$ cat src/rtl/core/utf16_to_utf8_transcoder_assert.svh
// Assertion macros shared by the transcoder RTL.
`ifndef UTF16_TO_UTF8_TRANSCODER_ASSERT_SVH
`define UTF16_TO_UTF8_TRANSCODER_ASSERT_SVH

// Same-cycle implication, checked out of reset.
`define U16U8_ASSERT_NOW(lbl, ante, cons, msg) \
  lbl: assert property (@(posedge clk) disable iff (!rst_n) (ante) |-> (cons)) \
    else $error(msg);

// Next-cycle implication, checked out of reset.
`define U16U8_ASSERT_NEXT(lbl, ante, cons, msg) \
  lbl: assert property (@(posedge clk) disable iff (!rst_n) (ante) |=> (cons)) \
    else $error(msg);

`endif

$ cat src/rtl/core/u16u8_pkg.sv
// Shared types, constants and byte encoder for the UTF-16 to UTF-8 transcoder.
package u16u8_pkg;

  localparam logic [20:0] REPLACEMENT_CP = 21'h00FFFD;
  localparam logic [5:0]  HIGH_SUR_TAG   = 6'b110110;  // 0xD800..0xDBFF
  localparam logic [5:0]  LOW_SUR_TAG    = 6'b110111;  // 0xDC00..0xDFFF
  localparam logic [10:0] SUPP_HI_BIAS   = 11'h040;    // 0x10000 >> 10

  // Bytes of U+FFFD
  localparam logic [7:0] REPL_B0 = 8'hEF;
  localparam logic [7:0] REPL_B1 = 8'hBF;
  localparam logic [7:0] REPL_B2 = 8'hBD;

  // Encoded length codes
  localparam logic [2:0] LEN_NONE = 3'd0;
  localparam logic [2:0] LEN_ONE  = 3'd1;
  localparam logic [2:0] LEN_TWO  = 3'd2;
  localparam logic [2:0] LEN_THR  = 3'd3;
  localparam logic [2:0] LEN_FOUR = 3'd4;

  // One unit of work for the byte serializer
  typedef struct packed {
    logic        pre_repl;  // emit U+FFFD for a dropped high surrogate first
    logic [2:0]  main_len;  // bytes of the main scalar, LEN_NONE if none
    logic [20:0] cp;        // main scalar value
    logic        last;      // unit closes the string
  } job_t;

  // Byte m of the UTF-8 form of cp, whose length is len
  function automatic logic [7:0] enc_byte(input logic [20:0] cp, input logic [2:0] len,
                                          input logic [1:0] m);
    logic [7:0] b;
    b = 8'h00;
    unique case (len)
      LEN_ONE: b = {1'b0, cp[6:0]};
      LEN_TWO: b = (m == 2'd0) ? {3'b110, cp[10:6]} : {2'b10, cp[5:0]};
      LEN_THR: begin
        unique case (m)
          2'd0:    b = {4'b1110, cp[15:12]};
          2'd1:    b = {2'b10, cp[11:6]};
          default: b = {2'b10, cp[5:0]};
        endcase
      end
      LEN_FOUR: begin
        unique case (m)
          2'd0: b = {5'b11110, cp[20:18]};
          2'd1: b = {2'b10, cp[17:12]};
          2'd2: b = {2'b10, cp[11:6]};
          2'd3: b = {2'b10, cp[5:0]};
        endcase
      end
      default: b = 8'h00;
    endcase
    return b;
  endfunction

endpackage

$ cat src/rtl/core/u16u8_if.sv
// Valid/ready channel interfaces for UTF-16 units in and UTF-8 bytes out.
interface u16u8_in_if;
  logic        valid;
  logic        ready;
  logic [15:0] code_unit;
  logic        final_unit;

  modport source (output valid, output code_unit, output final_unit, input ready);
  modport sink   (input valid, input code_unit, input final_unit, output ready);
endinterface

interface u16u8_out_if;
  logic       valid;
  logic       ready;
  logic [7:0] utf8_byte;
  logic       run_end;
  logic       string_end;

  modport source (output valid, output utf8_byte, output run_end, output string_end,
                  input ready);
  modport sink   (input valid, input utf8_byte, input run_end, input string_end,
                  output ready);
endinterface

$ cat src/rtl/core/u16u8_front.sv
// Front end: accepts code units, pairs surrogates and builds serializer jobs.
module u16u8_front (
  input  logic                clk,
  input  logic                rst_n,
  u16u8_in_if.sink            in_bus,
  input  logic                q_full,
  output logic                push,
  output u16u8_pkg::job_t     push_job
);

  logic        held_valid_r, held_valid_nxt;
  logic [9:0]  held_bits_r, held_bits_nxt;
  logic        is_hi, is_lo, accept;
  logic [20:0] alone_cp;
  logic [2:0]  alone_len;
  u16u8_pkg::job_t job;

  assign in_bus.ready = !q_full;
  assign accept       = in_bus.valid && !q_full;

  assign is_hi = (in_bus.code_unit[15:10] == u16u8_pkg::HIGH_SUR_TAG);
  assign is_lo = (in_bus.code_unit[15:10] == u16u8_pkg::LOW_SUR_TAG);

  // Scalar for the unit taken on its own
  always_comb begin
    alone_cp = {5'd0, in_bus.code_unit};
    if (is_lo || is_hi) begin
      alone_cp = u16u8_pkg::REPLACEMENT_CP;
    end
    if (is_hi && !in_bus.final_unit) begin
      alone_len = u16u8_pkg::LEN_NONE;
    end else if (alone_cp < 21'h80) begin
      alone_len = u16u8_pkg::LEN_ONE;
    end else if (alone_cp < 21'h800) begin
      alone_len = u16u8_pkg::LEN_TWO;
    end else begin
      alone_len = u16u8_pkg::LEN_THR;
    end
  end

  // Classification and surrogate hold state
  always_comb begin
    job.last       = in_bus.final_unit;
    job.pre_repl   = held_valid_r;
    job.main_len   = alone_len;
    job.cp         = alone_cp;
    held_valid_nxt = held_valid_r;
    held_bits_nxt  = held_bits_r;
    if (accept) begin
      if (held_valid_r && is_lo) begin
        job.pre_repl  = 1'b0;
        job.main_len  = u16u8_pkg::LEN_FOUR;
        job.cp        = {11'(held_bits_r) + u16u8_pkg::SUPP_HI_BIAS,
                         in_bus.code_unit[9:0]};
        held_valid_nxt = 1'b0;
        held_bits_nxt  = '0;
      end else if (is_hi && !in_bus.final_unit) begin
        held_valid_nxt = 1'b1;
        held_bits_nxt  = in_bus.code_unit[9:0];
      end else begin
        held_valid_nxt = 1'b0;
        held_bits_nxt  = '0;
      end
    end
  end

  assign push     = accept && (job.pre_repl || (job.main_len != u16u8_pkg::LEN_NONE));
  assign push_job = job;

  always_ff @(posedge clk) begin
    if (!rst_n) begin
      held_valid_r <= 1'b0;
      held_bits_r  <= '0;
    end else begin
      held_valid_r <= held_valid_nxt;
      held_bits_r  <= held_bits_nxt;
    end
  end

endmodule

$ cat src/rtl/core/u16u8_queue.sv
// Small job queue between the front end and the byte serializer.
`include "utf16_to_utf8_transcoder_assert.svh"
module u16u8_queue #(
  parameter int unsigned DEPTH = 2
) (
  input  logic                clk,
  input  logic                rst_n,
  input  logic                push,
  input  u16u8_pkg::job_t     push_job,
  output logic                full,
  input  logic                pop,
  output logic                head_valid,
  output u16u8_pkg::job_t     head_job
);

  localparam int unsigned PTR_W = (DEPTH > 1) ? $clog2(DEPTH) : 1;
  localparam int unsigned CNT_W = $clog2(DEPTH + 1);

  u16u8_pkg::job_t    mem_r [DEPTH];
  logic [PTR_W-1:0]   wr_ptr_r, wr_ptr_nxt, rd_ptr_r, rd_ptr_nxt;
  logic [CNT_W-1:0]   count_r, count_nxt;

  assign full       = (count_r == CNT_W'(DEPTH));
  assign head_valid = (count_r != '0);
  assign head_job   = mem_r[rd_ptr_r];

  // Pointer and fill count update
  always_comb begin
    wr_ptr_nxt = wr_ptr_r;
    rd_ptr_nxt = rd_ptr_r;
    count_nxt  = count_r;
    if (push) begin
      wr_ptr_nxt = (wr_ptr_r == PTR_W'(DEPTH - 1)) ? '0 : wr_ptr_r + 1'b1;
    end
    if (pop) begin
      rd_ptr_nxt = (rd_ptr_r == PTR_W'(DEPTH - 1)) ? '0 : rd_ptr_r + 1'b1;
    end
    if (push && !pop) begin
      count_nxt = count_r + 1'b1;
    end else if (pop && !push) begin
      count_nxt = count_r - 1'b1;
    end
  end

  always_ff @(posedge clk) begin
    if (push) begin
      mem_r[wr_ptr_r] <= push_job;
    end
  end

  always_ff @(posedge clk) begin
    if (!rst_n) begin
      wr_ptr_r <= '0;
      rd_ptr_r <= '0;
      count_r  <= '0;
    end else begin
      wr_ptr_r <= wr_ptr_nxt;
      rd_ptr_r <= rd_ptr_nxt;
      count_r  <= count_nxt;
    end
  end

  `U16U8_ASSERT_NOW(a_q_no_overflow, push, !full, "queue written while full")
  `U16U8_ASSERT_NOW(a_q_no_underflow, pop, head_valid, "queue read while empty")
  `U16U8_ASSERT_NOW(a_q_count_range, 1'b1, count_r <= CNT_W'(DEPTH), "queue count out of range")

endmodule

$ cat src/rtl/core/u16u8_back.sv
// Back end: serializes each job into UTF-8 bytes, one beat per cycle while the output is not stalled.
`include "utf16_to_utf8_transcoder_assert.svh"
module u16u8_back (
  input  logic                clk,
  input  logic                rst_n,
  input  logic                head_valid,
  input  u16u8_pkg::job_t     head_job,
  output logic                pop,
  u16u8_out_if.source         out_bus
);

  u16u8_pkg::job_t cur_r, cur_nxt;
  logic            cur_valid_r, cur_valid_nxt;
  logic [2:0]      step_r, step_nxt;
  logic            out_valid_r, out_valid_nxt;
  logic [7:0]      byte_r, byte_nxt;
  logic            run_end_r, run_end_nxt;
  logic            str_end_r, str_end_nxt;
  logic [2:0]      total, main_idx;
  logic            adv, last_byte;
  logic [7:0]      cur_byte;

  // Position within the job
  assign total     = (cur_r.pre_repl ? 3'd3 : 3'd0) + cur_r.main_len;
  assign last_byte = (step_r == total - 3'd1);
  assign main_idx  = cur_r.pre_repl ? step_r - 3'd3 : step_r;
  assign adv       = !out_valid_r || out_bus.ready;

  // Byte at the current position
  always_comb begin
    if (cur_r.pre_repl && step_r < 3'd3) begin
      unique case (step_r[1:0])
        2'd0:    cur_byte = u16u8_pkg::REPL_B0;
        2'd1:    cur_byte = u16u8_pkg::REPL_B1;
        default: cur_byte = u16u8_pkg::REPL_B2;
      endcase
    end else begin
      cur_byte = u16u8_pkg::enc_byte(cur_r.cp, cur_r.main_len, main_idx[1:0]);
    end
  end

  assign pop = head_valid && (!cur_valid_r || (adv && last_byte));

  // Serializer and output register
  always_comb begin
    cur_nxt       = cur_r;
    cur_valid_nxt = cur_valid_r;
    step_nxt      = step_r;
    out_valid_nxt = out_valid_r;
    byte_nxt      = byte_r;
    run_end_nxt   = run_end_r;
    str_end_nxt   = str_end_r;
    if (adv) begin
      out_valid_nxt = cur_valid_r;
      byte_nxt      = cur_byte;
      run_end_nxt   = last_byte;
      str_end_nxt   = last_byte && cur_r.last;
      if (cur_valid_r) begin
        if (last_byte) begin
          cur_valid_nxt = 1'b0;
          step_nxt      = '0;
        end else begin
          step_nxt = step_r + 3'd1;
        end
      end
    end
    if (pop) begin
      cur_nxt       = head_job;
      cur_valid_nxt = 1'b1;
      step_nxt      = '0;
    end
  end

  always_ff @(posedge clk) begin
    cur_r     <= cur_nxt;
    byte_r    <= byte_nxt;
    run_end_r <= run_end_nxt;
    str_end_r <= str_end_nxt;
  end

  always_ff @(posedge clk) begin
    if (!rst_n) begin
      cur_valid_r <= 1'b0;
      step_r      <= '0;
      out_valid_r <= 1'b0;
    end else begin
      cur_valid_r <= cur_valid_nxt;
      step_r      <= step_nxt;
      out_valid_r <= out_valid_nxt;
    end
  end

  assign out_bus.valid      = out_valid_r;
  assign out_bus.utf8_byte  = byte_r;
  assign out_bus.run_end    = run_end_r;
  assign out_bus.string_end = str_end_r;

  `U16U8_ASSERT_NOW(a_step_in_job, cur_valid_r, step_r < total, "step past end of job")
  `U16U8_ASSERT_NOW(a_str_end_run_end, out_valid_r && str_end_r, run_end_r,
                    "string end without run end")
  `U16U8_ASSERT_NEXT(a_pop_loads, pop, cur_valid_r && (step_r == 3'd0),
                     "popped job not loaded at first byte")

endmodule

$ cat src/rtl/core/utf16_to_utf8_transcoder.sv
// UTF-16 to UTF-8 transcoder top level.
// Takes one UTF-16 code unit per beat and emits UTF-8 one byte per beat. The bytes a
// unit causes: 1 to 3 for a BMP character, 4 for a completed surrogate pair (on
// the low half), up to 6 when a held high surrogate is dropped as U+FFFD ahead
// of the new unit, and none for a high surrogate that is held. The byte
// serializer in the back end, at one byte per cycle while the output is not
// stalled, sets the sustained rate; the front end takes a new unit every
// cycle while the job queue (QUEUE_DEPTH entries) has room, so input and output
// stall independently. run_end marks the last byte a unit causes, string_end
// the last byte of a unit flagged final_unit. No clearing pass after reset.
module utf16_to_utf8_transcoder #(
  parameter int unsigned QUEUE_DEPTH = 2
) (
  input  logic          clk,
  input  logic          rst_n,
  u16u8_in_if.sink      in_bus,
  u16u8_out_if.source   out_bus
);

  logic            q_push, q_full, q_pop, q_head_valid;
  u16u8_pkg::job_t q_push_job, q_head_job;

  u16u8_front u_front (
    .clk      (clk),
    .rst_n    (rst_n),
    .in_bus   (in_bus),
    .q_full   (q_full),
    .push     (q_push),
    .push_job (q_push_job)
  );

  u16u8_queue #(
    .DEPTH (QUEUE_DEPTH)
  ) u_queue (
    .clk        (clk),
    .rst_n      (rst_n),
    .push       (q_push),
    .push_job   (q_push_job),
    .full       (q_full),
    .pop        (q_pop),
    .head_valid (q_head_valid),
    .head_job   (q_head_job)
  );

  u16u8_back u_back (
    .clk        (clk),
    .rst_n      (rst_n),
    .head_valid (q_head_valid),
    .head_job   (q_head_job),
    .pop        (q_pop),
    .out_bus    (out_bus)
  );

endmodule

$ cat src/flat_wrapper.sv
// flat-port wrapper written by rule: the top's interface ports become plain ports
module utf16_to_utf8_transcoder_flat 
#(
  parameter int unsigned QUEUE_DEPTH = 2
)
  (clk, rst_n, in_bus_valid, in_bus_code_unit, in_bus_final_unit, in_bus_ready, out_bus_valid, out_bus_utf8_byte, out_bus_run_end, out_bus_string_end, out_bus_ready);
  u16u8_in_if in_bus_i ();
  u16u8_out_if out_bus_i ();
  input  logic clk;
  input  logic rst_n;
  input wire logic [$bits(in_bus_i.valid)-1:0] in_bus_valid;
  input wire logic [$bits(in_bus_i.code_unit)-1:0] in_bus_code_unit;
  input wire logic [$bits(in_bus_i.final_unit)-1:0] in_bus_final_unit;
  output wire logic [$bits(in_bus_i.ready)-1:0] in_bus_ready;
  output wire logic [$bits(out_bus_i.valid)-1:0] out_bus_valid;
  output wire logic [$bits(out_bus_i.utf8_byte)-1:0] out_bus_utf8_byte;
  output wire logic [$bits(out_bus_i.run_end)-1:0] out_bus_run_end;
  output wire logic [$bits(out_bus_i.string_end)-1:0] out_bus_string_end;
  input wire logic [$bits(out_bus_i.ready)-1:0] out_bus_ready;
  assign in_bus_i.valid = in_bus_valid;
  assign in_bus_i.code_unit = in_bus_code_unit;
  assign in_bus_i.final_unit = in_bus_final_unit;
  assign in_bus_ready = in_bus_i.ready;
  assign out_bus_valid = out_bus_i.valid;
  assign out_bus_utf8_byte = out_bus_i.utf8_byte;
  assign out_bus_run_end = out_bus_i.run_end;
  assign out_bus_string_end = out_bus_i.string_end;
  assign out_bus_i.ready = out_bus_ready;
  utf16_to_utf8_transcoder #(.QUEUE_DEPTH(QUEUE_DEPTH)) u_core (.clk(clk), .rst_n(rst_n), .in_bus(in_bus_i), .out_bus(out_bus_i));
endmodule
$ cat config.mk
export PLATFORM = sky130hd
export DESIGN_NAME = utf16_to_utf8_transcoder_flat
export DESIGN_NICKNAME = d
export VERILOG_FILES = /design/src/rtl/core/u16u8_pkg.sv /design/src/rtl/core/u16u8_if.sv /design/src/rtl/core/u16u8_front.sv /design/src/rtl/core/u16u8_queue.sv /design/src/rtl/core/u16u8_back.sv /design/src/rtl/core/utf16_to_utf8_transcoder.sv /design/src/flat_wrapper.sv
export VERILOG_INCLUDE_DIRS = /design/src /design/src/rtl/core
export SDC_FILE = /design/constraint.sdc
export NUM_CORES = 1
export LEC_CHECK = 0
export BUFFER_PORTS_ARGS = -buffer_cell sky130_fd_sc_hd__buf_2
export CAP_MARGIN = 20
export CORE_UTILIZATION = 54
export DETAILED_ROUTE_END_ITERATION = 10
export PLACE_DENSITY = 0.74
export SKIP_CTS_REPAIR_TIMING = 1
export SLEW_MARGIN = 20
export SYNTH_ARGS = -nofsm -noshare
export SYNTH_HDL_FRONTEND = slang
export SYNTH_SLANG_ARGS = --single-unit
$ cat constraint.sdc
create_clock -name clk -period 2.9 [get_ports clk]
set_input_delay 0 -clock clk [delete_from_list [all_inputs] [get_ports clk]]
set_output_delay 0 -clock clk [all_outputs]
set_load 0.01 [all_outputs]
==> results.py <==
metrics = {
    "final_layout": {
        "drive_above_1_share": 0.2529,
        "nNetsFinal": 460,
        "area_growth_pct": 12.53,
        "diodes": 0,
        "final_util": 0.6363,
    },
    "global_routing": {
        "grt_use_total": 0.2009,
        "antenna_found_initial": 0,
        "grt_overflow": 0,
        "grt_max_degree": 28,
        "grt_pass1_wl_um": 14860,
        "grt_pass1_vias": 2957,
    },
    "floorplan": {
        "ioPinCount": 33,
        "row_count": 34,
        "start_util": 0.5655,
        "die-area_mm2": 0.009655,
        "core_mm2": 0.008848,
        "die_y_um": 98.26,
        "die_x_um": 98.26,
    },
    "sta": {
        "finalCriticalPeriod_ns": 2.753,
        "finalSetupViolations": 0,
        "max_slew_margin": 0.5800,
        "finalMaxSlewViolations": 0,
        "fin_worst_skew_ns": 0.01466,
        "hold_viol": 0,
        "rsz0062_at_grt": "no",
        "layout_worst_path_cycle_share": 0.9492,
        "tightest_slew_ns": 0.6288,
        "finalSetupTns_ns": 0,
        "clock.fmax_ghz": 0.3633,
    },
    "placed_design": {
        "gp_congestion": 0.9408,
        "hpwl_um": 6368,
        "place.port_buffers": 32,
    },
    "clocking": {
        "cts_tree": "yes",
        "htreeDepth": 3,
        "clk_pin_slew_ns": 0.10,
        "clkSinkCount": 108,
        "clk_path_buf_depth": 2,
        "cts-root-buf": "clkbuf_8",
        "clock_latency_ns": 0.38,
        "numCtsBuffers": 9,
    },
    "logic_synthesis": {
        "yosys_warnings": 0,
        "ys_seq_elements": 108,
        "synth_area_mm2": 0.005004,
        "yosysSeqAreaShare": 0.6082,
        "postSynth.asyncResetShare": 0,
        "synth_top_area_cell": "edfxtp_1",
        "yosys-top-cells-area": "edfxtp_1 53%, dfxtp_1 8.0%, mux2_2 6.1%, mux2i_1 2.6%, ha_1 2.3%",
        "syn_inst": 375,
        "synth_edf_count": 88,
        "synthesis.nets": 405,
        "ys.flop_type": "edfxtp_1",
        "yosys.cell_types.count": 62,
        "avgSynthCellArea_um2": 13.34,
        "synth_top_area_frac": 0.5281,
    },
    "routing": {
        "drt_first_pass_iters": 7,
        "routed_wirelength_um": 9222,
        "drc": 0,
        "drtAntennaViolNets": 0,
        "drt_iter0_markers": 166,
        "wl_per_cell_um": 16.98,
        "via_per_inst": 5.831,
        "vias": 3166,
    },
    "power": {
        "peakVddDrop_mv": 0.4245,
        "p_per_area_mw_per_mm2": 932.0,
        "p_leak_nw": 2.045,
    },
    "hold_path": {
        "hold_class": "input pin to flip-flop",
    },
    "status": {
        "status": "finished clean",
    },
    "flow_run": {
        "maxCapViolations": 0,
    },
    "worst_setup_path": {
        "cp-start-kind": "flip-flop",
        "end_kind": "flip-flop",
        "required_ns": 3.20,
        "critPathArrivalTime_ns": 3.05,
        "critPathSlowestCell": "o32a_1",
        "worst_path_most_repeated_cell": "ha_1",
        "cp_max_fo": 5,
        "cp_slowest_stage_delay_ns": 0.43,
        "critical_path.cell_chain": "inv_1, ha_1, inv_1, ha_1, xor2_1, xnor2_1, o32a_1, ha_1, or3_1, a21boi_0",
        "path_class": "flip-flop to flip-flop",
    },
}
==> placed cells by master, fill, tap and decap left out, types with 10 or more instances in the layout <==
cell and count:
edfxtp_1 88, buf_2 32, mux2_2 27, nor2_1 23
dfxtp_1 20, dlygate4sd3_1 15, nand2_1 14, nor2b_1 13
inv_1 13, mux2i_1 13, buf_4 12, a22oi_1 11
nor3_1 10
==> worst paths after layout <==
kind | startpoint | endpoint | slack, ns | depth (start not counted)
worst max register to register | u_core.u_back.cur_r[23]$_DFFE_PP_ | u_core.u_queue.count_r[1]$_SDFFE_PN0P_ | 0.15 | 10
worst min-delay path | in_bus_code_unit[11] | u_core.u_queue.mem_r[1][12]$_DFFE_PP_ | 0.02 | 2
worst max-delay path | u_core.u_back.cur_r[23]$_DFFE_PP_ | u_core.u_queue.count_r[1]$_SDFFE_PN0P_ | 0.15 | 10
worst min register to register | u_core.u_back.cur_valid_r$_SDFFE_PN0P_ | u_core.u_back.out_bus.valid$_SDFFE_PN0N_ | 0.54 | 2
==> logic make-up after synthesis <==
| family | share of synthesized area |
|---|---|
| DFF | 0.6082 |
| and+or+nand+nor | 0.1103 |
| muxes | 0.1033 |
| buffers and inverters | 0.02851 |
| xor gates and xnor gates | 0.02276 |
| adders and majority gates | 0.02251 |
| AOI/OAI and AO/OA | 0.1045 |
==> registers in the layout (all words and copies together) (netlist names) <==
signal	cells
u_core.u_queue.mem_r	52
u_core.u_back.out_bus.string_end	1
u_core.u_back.out_bus.run_end	1
u_core.u_queue.wr_ptr_r	1
u_core.u_front.held_valid_r	1
u_core.u_back.cur_valid_r	1
u_core.u_back.cur_r	26
u_core.u_queue.count_r	2
u_core.u_back.out_bus.utf8_byte	8
u_core.u_back.step_r	3
u_core.u_queue.rd_ptr_r	1
u_core.u_front.held_bits_r	10
u_core.u_back.out_bus.valid	1
==> layer usage <==
layer	global-route usage	vias up	routed length (um)
met2	0.3299	101	4525
met5	0	-	0
met4	0.06889	0	122
li1	-	1531	-
met3	0.04009	12	384
met1	0.2688	1522	4190
==> power by group <==
group          internal, mW  switching [mW]
sequential             2.20           0.225
clock                 0.331           0.540
combinational         0.856            1.09
total                  3.39            1.86
==> area by class of cell <==
| type | instances | area [um2] |
|---|---|---|
| Sequential cell | 108 | 3043 |
| Tap cell | 108 | 135.1 |
| Clock inverter | 6 | 55.05 |
| Clock buffer | 10 | 127.6 |
| Timing Repair Buffer | 59 | 400.4 |
| Fill cell | 680 | 3218 |
| Multi-Input combinational cell | 239 | 1821 |
| Inverter | 13 | 48.80 |
==> per-stage QoR <==
step                      cell area (um2)  hold slack (ns)  setup slack [ns]  instances  power (mW)
after floorplan                      5004          0.09887            0.1688        375       3.869
after global placement               5290           0.2510            0.2839        511       4.318
after detailed placement             5290           0.2607            0.1232        511       4.367
after CTS                            5473          -0.1418           0.08283        527       5.235
after global routing                 5630          0.02033           0.01434        543       5.552
final                                5630          0.02364            0.1475        543       5.247
==> synthesized netlist by cell type (2+ instances only) <==
library cell	number
nor2_1	24
buf_6	3
a21boi_0	3
nand2b_1	5
o221ai_1	3
a2bb2oi_1	2
a211oi_1	3
and2_1	6
o22ai_1	2
a22oi_1	11
mux2i_1	13
xnor2_1	9
a21oi_1	8
or2_2	9
dfxtp_1	20
edfxtp_1	88
mux4_2	2
buf_4	2
a211o_1	2
a2111oi_0	2
o21a_1	5
o21ai_0	8
buf_2	6
a2111o_1	2
o211ai_1	2
or3_1	6
nand2_2	2
nor2b_1	13
inv_1	13
ha_1	9
nand2_1	14
xor2_1	4
o21bai_1	3
nand3_1	5
nor3_1	10
mux2_2	27
clkbuf_1	4
==> critical path, delay by kind of cell (launching register included) <==
family	cells	cell delay, ns
flops	1	0.42
buf+inv	2	0.14
compound gates	2	0.62
simple gates	1	0.37
fa+ha+maj	3	0.85
xor+xnor	2	0.29
Power figures use the tool's default switching activity.
